## src/hw/rtl/pwlt_pkg.sv

```systemverilog
// Shared types and constants for the piecewise linear lookup table.
`default_nettype none

package pwlt_pkg;

   // Field widths
   localparam int DATA_W     = 32;
   localparam int IDX_W      = 6;
   localparam int REQ_DATA_W = 104;
   localparam int RSP_DATA_W = 32;
   localparam int REGION_W   = 2;
   localparam int PROD_W     = 2 * DATA_W;
   localparam int DIV_STEPS  = DATA_W;
   localparam int STEP_W     = $clog2(DIV_STEPS);

   typedef logic signed [DATA_W-1:0] coord_type;

   typedef enum logic {
      OP_WRITE = 1'b0,
      OP_EVAL  = 1'b1
   } op_type;

   typedef enum logic [REGION_W-1:0] {
      REGION_INTERP = 2'd0,
      REGION_FIRST  = 2'd1,
      REGION_LAST   = 2'd2,
      REGION_NONE   = 2'd3
   } region_type;

   typedef struct packed {
      coord_type y;
      coord_type x;
   } point_type;

   // Operands of one interpolation: ya + sign * mag * offset / span
   typedef struct packed {
      coord_type         ya;
      logic              neg;
      logic [DATA_W-1:0] mag;
      logic [DATA_W-1:0] offset;
      logic [DATA_W-1:0] span;
   } interp_req_type;

   typedef struct packed {
      logic      done;
      coord_type value;
   } interp_rsp_type;

   typedef enum logic [3:0] {
      ST_IDLE,
      ST_FETCH0,
      ST_FETCH1,
      ST_FETCHL,
      ST_DECIDE,
      ST_SCAN,
      ST_START,
      ST_WAIT,
      ST_RESULT
   } ctrl_state_type;

   typedef enum logic [1:0] {
      IS_IDLE,
      IS_MUL,
      IS_DIV,
      IS_FIN
   } interp_state_type;

endpackage

`default_nettype wire

```

## src/hw/rtl/pwlt_store.sv

```systemverilog
// Breakpoint memory with per-entry valid bits and used-count tracking.
`default_nettype none

module pwlt_store #(
   parameter int TABLE_POINTS = 64
) (
   input  logic                               clock,
   input  logic                               reset,
   input  logic                               wr_en,
   input  logic [$clog2(TABLE_POINTS)-1:0]    wr_addr,
   input  pwlt_pkg::point_type                wr_point,
   input  logic                               rd_en,
   input  logic [$clog2(TABLE_POINTS)-1:0]    rd_addr,
   output pwlt_pkg::point_type                rd_point,
   output logic [$clog2(TABLE_POINTS+1)-1:0]  count,
   output logic                               busy
);

   localparam int AW = $clog2(TABLE_POINTS);
   localparam int CW = $clog2(TABLE_POINTS + 1);

   pwlt_pkg::point_type mem [TABLE_POINTS];
   pwlt_pkg::point_type rd_data_ff;
   logic                rd_hit_ff;

   logic [TABLE_POINTS-1:0] valid_ff, valid_in;
   logic [TABLE_POINTS-1:0] nz_ff, nz_in;
   logic [CW-1:0]           count_ff, count_in;
   logic                    scan_ff, scan_in;
   logic [AW-1:0]           scan_idx_ff, scan_idx_in;
   logic                    wr_nz;
   logic [CW-1:0]           wr_top;

   // Memory: one write and one registered read per cycle
   always_ff @(posedge clock) begin
      if (wr_en) begin
         mem[wr_addr] <= wr_point;
      end
      if (rd_en) begin
         rd_data_ff <= mem[rd_addr];
         rd_hit_ff  <= valid_ff[rd_addr];
      end
   end

   // Entries not written since the last new table read as zero
   assign rd_point = rd_hit_ff ? rd_data_ff : '0;
   assign count    = count_ff;
   assign busy     = scan_ff;

   // Valid / nonzero flags and used count; walk down when the top point goes to zero
   always_comb begin
      valid_in    = valid_ff;
      nz_in       = nz_ff;
      count_in    = count_ff;
      scan_in     = scan_ff;
      scan_idx_in = scan_idx_ff;
      wr_nz       = (wr_point.x != '0) || (wr_point.y != '0);
      wr_top      = CW'(wr_addr) + CW'(1);
      if (wr_en) begin
         if (wr_addr == '0) begin
            valid_in    = '0;
            valid_in[0] = 1'b1;
            nz_in       = '0;
            nz_in[0]    = wr_nz;
            count_in    = wr_nz ? CW'(1) : '0;
         end else begin
            valid_in[wr_addr] = 1'b1;
            nz_in[wr_addr]    = wr_nz;
            if (wr_nz && (wr_top > count_ff)) begin
               count_in = wr_top;
            end else if (!wr_nz && (wr_top == count_ff)) begin
               scan_in     = 1'b1;
               scan_idx_in = wr_addr - AW'(1);
            end
         end
      end else if (scan_ff) begin
         if (nz_ff[scan_idx_ff]) begin
            count_in = CW'(scan_idx_ff) + CW'(1);
            scan_in  = 1'b0;
         end else if (scan_idx_ff == '0) begin
            count_in = '0;
            scan_in  = 1'b0;
         end else begin
            scan_idx_in = scan_idx_ff - AW'(1);
         end
      end
   end

   always_ff @(posedge clock) begin
      if (reset) begin
         valid_ff    <= '0;
         nz_ff       <= '0;
         count_ff    <= '0;
         scan_ff     <= 1'b0;
         scan_idx_ff <= '0;
      end else begin
         valid_ff    <= valid_in;
         nz_ff       <= nz_in;
         count_ff    <= count_in;
         scan_ff     <= scan_in;
         scan_idx_ff <= scan_idx_in;
      end
   end

   // Checks
   a_count_range: assert property (@(posedge clock) disable iff (reset)
      count_ff <= CW'(TABLE_POINTS))
      else $error("used count beyond table size");

   a_no_write_in_scan: assert property (@(posedge clock) disable iff (reset)
      wr_en |-> !scan_ff)
      else $error("write while count walk in progress");

   a_count_top_nonzero: assert property (@(posedge clock) disable iff (reset)
      (!scan_ff && (count_ff != '0)) |-> nz_ff[AW'(count_ff - CW'(1))])
      else $error("top counted point is zero");

endmodule

`default_nettype wire

```

## config.mk

```make
export PLATFORM = sky130hd
export DESIGN_NAME = pwlt_store
export DESIGN_NICKNAME = d
export VERILOG_FILES = /design/src/hw/rtl/pwlt_pkg.sv /design/src/hw/rtl/pwlt_store.sv
export SDC_FILE = /design/constraint.sdc
export NUM_CORES = 2
export LEC_CHECK = 0
export BUFFER_PORTS_ARGS = -buffer_cell sky130_fd_sc_hd__buf_2
export CORE_MARGIN = 4
export CORE_UTILIZATION = 60
export DETAILED_ROUTE_END_ITERATION = 12
export GPL_ROUTABILITY_DRIVEN = 0
export PLACE_DENSITY = 0.81
export SYNTH_ARGS = -nofsm -noshare
export SYNTH_HDL_FRONTEND = slang
export SYNTH_SLANG_ARGS = --single-unit
```

## constraint.sdc

```tcl
create_clock -name clock -period 7.4 [get_ports clock]
set_clock_uncertainty 0.2 [all_clocks]
set_input_delay 2.22 -clock clock [delete_from_list [all_inputs] [get_ports clock]]
set_output_delay 2.22 -clock clock [all_outputs]
set_load 0.1 [all_outputs]
```

==> impl_metrics.toml <==
[floorplanning]
rows = 191
die_h_um = 531
fp.dieW_um = 531
initial_utilization_pct = 60.4
pin_count = 152
dieArea_um2 = 282000
core_um2 = 271000

[clock_tree]
clk_latency_ns = 0.94
tritoncts = "done"
postCtsSetupRepairBufs = 0
cts_resized = 0
cts_sinks = 4303
root_buffer = "clkbuf_16"
clkTransAtPathRegs_ns = 0.07
h-tree-depth = 5
clock_path_buffers = 4
postCtsHoldBufs = 0
cts_made_buffers = 415

[synth]
ys_ff_latch = 4303
synth.area.top_cells = "edfxtp_1 76%, mux4_2 19%, dfxtp_1 1.7%"
syn_area_per_cell_um2 = 24.4
synth_cells = 6718
yosysWarnings = 0
yosysUniqueCellTypes = 54
synth_top_cell_by_area = "edfxtp_1"
ys_seq_area_share_pct = 77.9
syn-num-nets = 6810
synth_edf_count = 4161
syn_area_um2 = 164000
ys.flop_type = "edfxtp_1"
async_reset_ff_share_pct = 0
synthDominantCellAreaShare_pct = 76.2

[critical_path]
crit_type = "flop to primary output"
r2r_start = "scan_idx_ff[0]"
startpoint = "rd_hit_ff"
reg2reg_slack_ns = 3.66
start_kind = "flop"
endpoint_kind = "primary output"
worst_ep_required_time_ns = 4.98
endpoint = "rd_point[54]"
worstReg2RegEnd = "count[3]"
path_max_fanout = 31
ff2ff_path_depth = 7
cp.arrival_ns = 3.58

[grt]
grt_overflow = 0
grt_pass1_vias = 87035
antenna_found_initial = 48
grt_usage_pct = 37.3
grt_max_degree = 105
grt_pass1_wl_um = 716000

[timing]
slew_headroom_pct = 6.50
fin_crit_ns = 6.00
drv_slew = 0
rsz0062_at_grt = "no"
finalHoldViolations = 0
worst_pin_slew_ns = 1.40
max_freq_mhz = 167
setup_tns_ns = 0
period_share_pct = 81.0
report.final.setup_viol = 0

[placed_design]
post-place-cells = 10381
port_buffers = 151
placed_cell_area_um2 = 172000
place_hpwl_um = 244000

[drt]
drc = 0
vias = 85541
viasPerCell = 7.67
detail_route.wl_per_cell_um = 46.3
antenna_left = 0
first_pass_iters = 10
drtIter0Drc = 18507
wirelength_um = 516000

[pwr]
power_uw = 50800
peakVddDrop_uv = 226
p_per_area_nw_per_um2 = 275
p_leak_uw = 0.0577

[layout]
final_cells = 11150
multi_input_area_um2 = 35100
final_cell_mix = "4161 x edfxtp_1, 1373 x mux4_2, 425 x clkbuf_16"
drive_above_1_share_pct = 32.9
area_growth_pct = 12.8
design_area_um2 = 185000
layout_commonest_cell = "edfxtp_1"
n_fill_cell = 14748
nNetsFinal = 7320
seq_area_um2 = 128000

[outcome]
status = "finished clean"

[run]
drv_cap = 0

[min_path]
hp-class = "flop to flop"
==> registers in the layout, indices dropped and copies added, names as in the netlist <==
register,flops
rd_data_ff,64
rd_hit_ff,1
mem,4096
nz_ff,64
valid_ff,64
scan_idx_ff,6
busy,1
count,7
==> cell families (layout without fill, tap and decap cells) <==
| logic type | Yosys count | after routing | share of synthesized area (%) |
|---|---|---|---|
| DFF | 4303 | 4303 | 77.9 |
| adders and majority gates | 12 | 12 | 0.0916 |
| AOI/OAI and AO/OA | 185 | 185 | 0.750 |
| xor gates and xnor gates | 11 | 11 | 0.0588 |
| other | 0 | 26 | 0 |
| buffers and inverters | 379 | 1215 | 0.939 |
| muxes | 1396 | 1396 | 19.0 |
| and+or+nand+nor | 432 | 432 | 1.21 |
==> worst max-delay path, cell delays in order (launching register included) <==
cell	delay, ns
edfxtp_1	1.18
buf_12	0.40
and2_1	0.51
buf_2	0.53
==> final cells by class <==
type / instances / area share [%]
Antenna cell: 26 / 0.0352
Clock buffer: 521 / 6.02
Clock inverter: 222 / 1.07
Inverter: 14 / 0.0284
Multi-Input combinational cell: 2036 / 19.0
Sequential cell: 4303 / 69.1
Tap cell: 3570 / 2.42
Timing Repair Buffer: 458 / 2.32
==> where the power goes <==
part	internal, uW	switching, uW	total (uW)	leakage [uW]
Combinational	998	1640	2640	0.0127
Sequential	26900	105	27000	0.0386
Clock	11600	9520	21100	0.00640
==> metrics by stage <==
| stage | setup WS, ns | hold WS (ns) | util, % |
|---|---|---|---|
| floorplan | 0.559 | 0.235 | - |
| global placement | 0.566 | 0.241 | 63.2 |
| detailed placement | 1.13 | 0.251 | 63.3 |
| CTS | 1.53 | 0.262 | 68.1 |
| global route | 1.41 | 0.285 | 68.1 |
| finish | 1.40 | 0.262 | 68.1 |
==> worst min-delay path by stage <==
stage / cells past startpoint / endpoint / slack, ns / start
after global placement: 1 / valid_ff[26] / 0.24 / valid_ff[26]
after detailed placement: 1 / valid_ff[62] / 0.25 / valid_ff[62]
final: 1 / valid_ff[14] / 0.26 / valid_ff[14]
after CTS: 1 / valid_ff[14] / 0.26 / valid_ff[14]
after global routing: 1 / valid_ff[14] / 0.29 / valid_ff[14]
after floorplan: 1 / valid_ff[10] / 0.24 / valid_ff[10]
==> synth_stat cells, types with 18 or more instances <==
cell type  count
buf_2         81
a21oi_1       68
o21a_1        64
nor4_1        18
mux4_2      1373
buf_1         48
nor2_1       209
and2_1        67
edfxtp_1    4161
clkbuf_1     233
nand2_1       81
mux2i_1       23
dfxtp_1      142
==> routing by layer <==
layer | track usage (%) | vias to the layer above | routed length (um)
met5 | 0.0171 | - | 358
met4 | 21.2 | 24 | 38700
met3 | 11.9 | 2223 | 82900
met2 | 56.9 | 9632 | 241000
met1 | 48.1 | 43636 | 153000
li1 | - | 30026 | -
Power figures use the tool's default switching activity.
