==> config.mk <==
export PLATFORM = sky130hd
export DESIGN_NAME = pwlt_interp
export DESIGN_NICKNAME = d
export VERILOG_FILES = /design/src/hw/rtl/pwlt_pkg.sv /design/src/hw/rtl/pwlt_interp.sv
export SDC_FILE = /design/constraint.sdc
export NUM_CORES = 2
export LEC_CHECK = 0
export BUFFER_PORTS_ARGS = -buffer_cell sky130_fd_sc_hd__buf_2
export CORE_MARGIN = 10
export CORE_UTILIZATION = 25
export DETAILED_ROUTE_END_ITERATION = 10
export PLACE_DENSITY = 0.44
export SETUP_SLACK_MARGIN = 0.15
export SLEW_MARGIN = 15
export SYNTH_ARGS = -nofsm -noshare
export SYNTH_HDL_FRONTEND = slang
export SYNTH_SLANG_ARGS = --single-unit
==> constraint.sdc <==
create_clock -name clock -period 8.3 [get_ports clock]
set_input_delay 0 -clock clock [delete_from_list [all_inputs] [get_ports clock]]
set_output_delay 0 -clock clock [all_outputs]
set_load 0.02 [all_outputs]
==> src/hw/rtl/pwlt_pkg.sv <==
// Shared types and constants for the piecewise linear lookup table.
`default_nettype none

package pwlt_pkg;

   // Field widths
   localparam int DATA_W     = 32;
   localparam int IDX_W      = 6;
   localparam int REQ_DATA_W = 104;
   localparam int RSP_DATA_W = 32;
   localparam int REGION_W   = 2;
   localparam int PROD_W     = 2 * DATA_W;
   localparam int DIV_STEPS  = DATA_W;
   localparam int STEP_W     = $clog2(DIV_STEPS);

   typedef logic signed [DATA_W-1:0] coord_type;

   typedef enum logic {
      OP_WRITE = 1'b0,
      OP_EVAL  = 1'b1
   } op_type;

   typedef enum logic [REGION_W-1:0] {
      REGION_INTERP = 2'd0,
      REGION_FIRST  = 2'd1,
      REGION_LAST   = 2'd2,
      REGION_NONE   = 2'd3
   } region_type;

   typedef struct packed {
      coord_type y;
      coord_type x;
   } point_type;

   // Operands of one interpolation: ya + sign * mag * offset / span
   typedef struct packed {
      coord_type         ya;
      logic              neg;
      logic [DATA_W-1:0] mag;
      logic [DATA_W-1:0] offset;
      logic [DATA_W-1:0] span;
   } interp_req_type;

   typedef struct packed {
      logic      done;
      coord_type value;
   } interp_rsp_type;

   typedef enum logic [3:0] {
      ST_IDLE,
      ST_FETCH0,
      ST_FETCH1,
      ST_FETCHL,
      ST_DECIDE,
      ST_SCAN,
      ST_START,
      ST_WAIT,
      ST_RESULT
   } ctrl_state_type;

   typedef enum logic [1:0] {
      IS_IDLE,
      IS_MUL,
      IS_DIV,
      IS_FIN
   } interp_state_type;

endpackage

`default_nettype wire

==> src/hw/rtl/pwlt_interp.sv <==
// Interpolation unit: one 32x32 multiply, then a bit-serial 64/32 divide.
`default_nettype none

module pwlt_interp (
   input  logic                     clock,
   input  logic                     reset,
   input  logic                     start,
   input  pwlt_pkg::interp_req_type req,
   output pwlt_pkg::interp_rsp_type rsp
);

   localparam int DW = pwlt_pkg::DATA_W;
   localparam int PW = pwlt_pkg::PROD_W;
   localparam int SW = pwlt_pkg::STEP_W;

   pwlt_pkg::interp_state_type state_ff, state_in;
   pwlt_pkg::interp_req_type   req_ff, req_in;
   logic [DW-1:0]              rem_ff, rem_in;
   logic [DW-1:0]              quo_ff, quo_in;
   logic [SW-1:0]              step_ff, step_in;
   logic                       done_ff, done_in;
   pwlt_pkg::coord_type        value_ff, value_in;

   logic [PW-1:0] prod;
   logic [DW:0]   shifted;
   logic [DW+1:0] ya_ext;
   logic [DW+1:0] quo_ext;
   logic [DW+1:0] sum;

   // Sequencer: latch, multiply, 32 restoring divide steps, apply sign
   always_comb begin
      state_in = state_ff;
      req_in   = req_ff;
      rem_in   = rem_ff;
      quo_in   = quo_ff;
      step_in  = step_ff;
      done_in  = 1'b0;
      value_in = value_ff;
      prod     = PW'(req_ff.mag) * PW'(req_ff.offset);
      shifted  = {rem_ff, quo_ff[DW-1]};
      ya_ext   = {{2{req_ff.ya[DW-1]}}, req_ff.ya};
      quo_ext  = {2'b00, quo_ff};
      sum      = req_ff.neg ? (ya_ext - quo_ext) : (ya_ext + quo_ext);
      case (state_ff)
         pwlt_pkg::IS_IDLE: begin
            if (start) begin
               req_in   = req;
               state_in = pwlt_pkg::IS_MUL;
            end
         end
         pwlt_pkg::IS_MUL: begin
            // upper half is below the divisor, so the quotient fits 32 bits
            rem_in   = prod[PW-1:DW];
            quo_in   = prod[DW-1:0];
            step_in  = '1;
            state_in = pwlt_pkg::IS_DIV;
         end
         pwlt_pkg::IS_DIV: begin
            if (shifted >= {1'b0, req_ff.span}) begin
               rem_in = DW'(shifted - {1'b0, req_ff.span});
               quo_in = {quo_ff[DW-2:0], 1'b1};
            end else begin
               rem_in = shifted[DW-1:0];
               quo_in = {quo_ff[DW-2:0], 1'b0};
            end
            if (step_ff == '0) begin
               state_in = pwlt_pkg::IS_FIN;
            end else begin
               step_in = step_ff - SW'(1);
            end
         end
         pwlt_pkg::IS_FIN: begin
            value_in = sum[DW-1:0];
            done_in  = 1'b1;
            state_in = pwlt_pkg::IS_IDLE;
         end
         default: begin
            state_in = pwlt_pkg::IS_IDLE;
         end
      endcase
   end

   always_ff @(posedge clock) begin
      if (reset) begin
         state_ff <= pwlt_pkg::IS_IDLE;
         done_ff  <= 1'b0;
      end else begin
         state_ff <= state_in;
         done_ff  <= done_in;
      end
   end

   always_ff @(posedge clock) begin
      req_ff   <= req_in;
      rem_ff   <= rem_in;
      quo_ff   <= quo_in;
      step_ff  <= step_in;
      value_ff <= value_in;
   end

   assign rsp.done  = done_ff;
   assign rsp.value = value_ff;

   // Checks
   a_start_when_idle: assert property (@(posedge clock) disable iff (reset)
      start |-> (state_ff == pwlt_pkg::IS_IDLE))
      else $error("start while unit busy");

   a_done_pulse: assert property (@(posedge clock) disable iff (reset)
      done_ff |=> !done_ff)
      else $error("done held longer than one cycle");

   a_offset_in_span: assert property (@(posedge clock) disable iff (reset)
      (state_ff == pwlt_pkg::IS_MUL) |-> (req_ff.offset <= req_ff.span))
      else $error("query offset outside segment");

   a_rem_below_span: assert property (@(posedge clock) disable iff (reset)
      (state_ff == pwlt_pkg::IS_DIV) |-> (rem_ff < req_ff.span))
      else $error("partial remainder not below divisor");

endmodule

`default_nettype wire

==> flow_metrics.tcl <==
set metrics [dict create \
    outcome "completed" \
    unrepaired_setup_endpoints_after_global_routing "true" \
    grt_first_pass_wirelength_um 215700 \
    path_common_cell "fa_1" \
    track_usage_pct 13.98 \
    slew_at_the_pin_closest_to_its_max_slew_limit_ns 0.9320 \
    htree_num_levels 2 \
    finalHoldViolCount 0 \
    detail_route.wl_per_cell_um 18.80 \
    layout-drive-gt1-share_pct 8.934 \
    mostFrequentLayoutCell "inv_1" \
    max_clock_freq_mhz 126.1 \
    synth_top_family_by_area "adder cells" \
    criticalPathCategory "register to register" \
    finalSetupTns_ns 0 \
    clkLatencyLatePin_ns 0.63 \
    synthAdderAreaFrac_pct 49.05 \
    chipHeight_um 445.0 \
    wl_um 137000 \
    clk_pin_slew_worst_paths_ns 0.06 \
    syn_area_um2 45150 \
    number_of_ports_placed_on_the_die_boundary 165 \
    synth.yosys.seq_area_share_pct 15.43 \
    complex_gate_fraction_of_the_synthesized_area_pct 6.784 \
    gp_congestion 0.8468 \
    finalWorstPathRequiredPeriod_ns 7.930 \
    grt_remaining_overflow 0 \
    synth.distinct_cells 76 \
    clk_path_buf_depth 3 \
    buffer_ports.inserted 164 \
    yosys.area_share.simple_pct 15.60 \
    post_synth_edffs 230 \
    max_stage_delay_ns 0.61 \
    start_util_pct 25.22 \
    nNetsFinal 6262 \
    antenna_found_initial 12 \
    final.period_utilization_pct 95.55 \
    fp.dieW_um 445.0 \
    critPathLaunchType "register" \
    grt_start_max_net_pins 67 \
    grt_pass1_vias 35650 \
    synth_warnings 0 \
    type_of_element_capturing_the_critical_path "register" \
    hold_ws_ns 0.08902 \
    final-setup-viol-count 0 \
    core_area_um2 179000 \
    timing.critical_path.arrival_ns 8.26 \
    dp_hpwl_um 110800 \
    synth_flop_cell "edfxtp_1" \
    cts_root_buffer "clkbuf_16" \
    hold_class "primary input to register" \
    postSynthAreaPerCell_um2 9.662 \
    vias 32090 \
    area.growth.synth_to_final_pct 15.94 \
    post_synth_mux_area_share_pct 0.6318 \
    drc 0 \
    timing.slew.headroom_pct 37.87 \
    drt-initial-drc-count 1569 \
    flops_latches_synth 233 \
    clock-skew-final_ns 0.05270 \
    critical_path.max_fanout 32 \
    tritoncts "built" \
    synth_nets 6036 \
    yosys.area_share.xor_xnor_pct 2.852 \
    slew_violations 0 \
    layout_common_cells "913 x inv_1, 896 x fa_1, 594 x and2_1" \
    critical_path.cell_chain "buf_12 -> and2_1 -> fa_1 -> inv_1 -> fa_1 -> fa_2 -> fa_1 -> inv_1 -> fa_1 -> fa_1 -> fa_1 -> fa_1 -> ha_2 -> nand2_2 -> nor4_4 -> nand4_1 -> nor3_2 -> a2111oi_4 -> buf_4 -> o21bai_2 -> a21oi_1 -> or3_1 -> mux2i_1 -> a22oi_1" \
    cts_buffers 35 \
    die_area_um2 198000 \
    ys_async_sr_fraction_pct 0 \
    cts_sink_cnt 233 \
    postSynthCellCount 4673 \
    critPathRequiredTime_ns 8.62 \
    drtPass1Iterations 8 \
    critical_path.slowest_cell "fa_1" \
    antenna_violating_nets_post_route 0 \
    rows 155 \
    max_cap_violations 0 \
    drt-vias-per-instance 4.405 \
]
[per-stage QoR]
stage                     setup WS (ns)  instance area (um2)  cells  util [%]
after CTS                        0.1440                52000   7274     29.05
after detailed placement        0.07770                49510   7076     27.66
after floorplan                  0.9709                45150   4673         -
after global routing             0.1347                52340   7282     29.24
after global placement           0.1350                49510   7076     27.66
final                            0.3696                52350   7286     29.24
[timing repair]
| item | 4_1_cts | 5_1_grt |
|---|---|---|
| setup endpoints to repair | 7 | 17 |
| hold buffers | 132 | 0 |
| setup buffers | 3 | 6 |
| pin swaps | 0 | 10 |
| hold endpoints to repair | 133 | 0 |
| gates resized for setup | 7 | 66 |
[area by class of cell]
cell class              instances  area [um2]
well taps                    2355        2947
inverters                     913        3427
clock buffers                  45       923.4
multi-input cells            3282       34170
clock inverters                18       193.9
fillers                     18850      126700
flip-flops and latches        233        6967
repair buffers                434        3702
diodes                          6       15.01
[flip-flops by register name, indices dropped and copies added (netlist names)]
name and flops:
value_ff 32, rem_ff 32, req_ff 129, step_ff 5, done_ff 1, quo_ff 32
state_ff 2
[cell usage after synthesis, types with 19 or more instances]
master    count  share of area (%)
inv_1       913                7.6
a21o_1       54               0.90
o21ai_0     113                1.3
a31oi_1      21               0.29
edfxtp_1    230                 15
and2_1      595                8.2
nand2_1     573                4.8
o211ai_1     24               0.40
nor2_1      103               0.86
a21oi_1     141                1.6
nand3_1      19               0.21
xnor2_1     101                2.0
ha_1        333                9.2
nor3_1       25               0.28
nand4_1      24               0.33
xor2_1       46               0.89
clkbuf_1    233                1.9
fa_1        898                 40
[critical path, delay by kind of cell (launching register included)]
kind	cells	cell delay [ns]
AOI/OAI and AO/OA	4	0.48
adders and majority gates	9	4.53
buffers and inverters	4	0.48
DFF	1	0.43
muxes	1	0.17
and+or+nand+nor	6	1.49
[kinds of logic after synthesis]
family          count (synthesis)
mux                            27
buf+inv                      1158
compound gates                475
flops                         233
xor+xnor                      147
simple gates                 1402
fa+ha+maj                    1231
[layer usage]
metal  share of wire, %  vias up  GRT usage (%)
met5              0.023        -              0
met4                2.5        4          3.557
met3                3.2      153          1.545
met2                 50      527          24.42
met1                 45    16600          18.36
li1                   -    14810              -
[final timing paths]
path | endpoint | start | slack (ns) | cells past startpoint
setup reg to reg | rem_ff[25] | req_ff[84] | 0.37 | 24
setup / recovery | rem_ff[25] | req_ff[84] | 0.37 | 24
hold reg to reg | state_ff[0] | state_ff[0] | 0.56 | 2
hold / removal | req_ff[124] | req[124] | 0.09 | 2
Power is not shown: default switching activity piles up to over one toggle a cycle in this logic, so the estimate is an artifact.
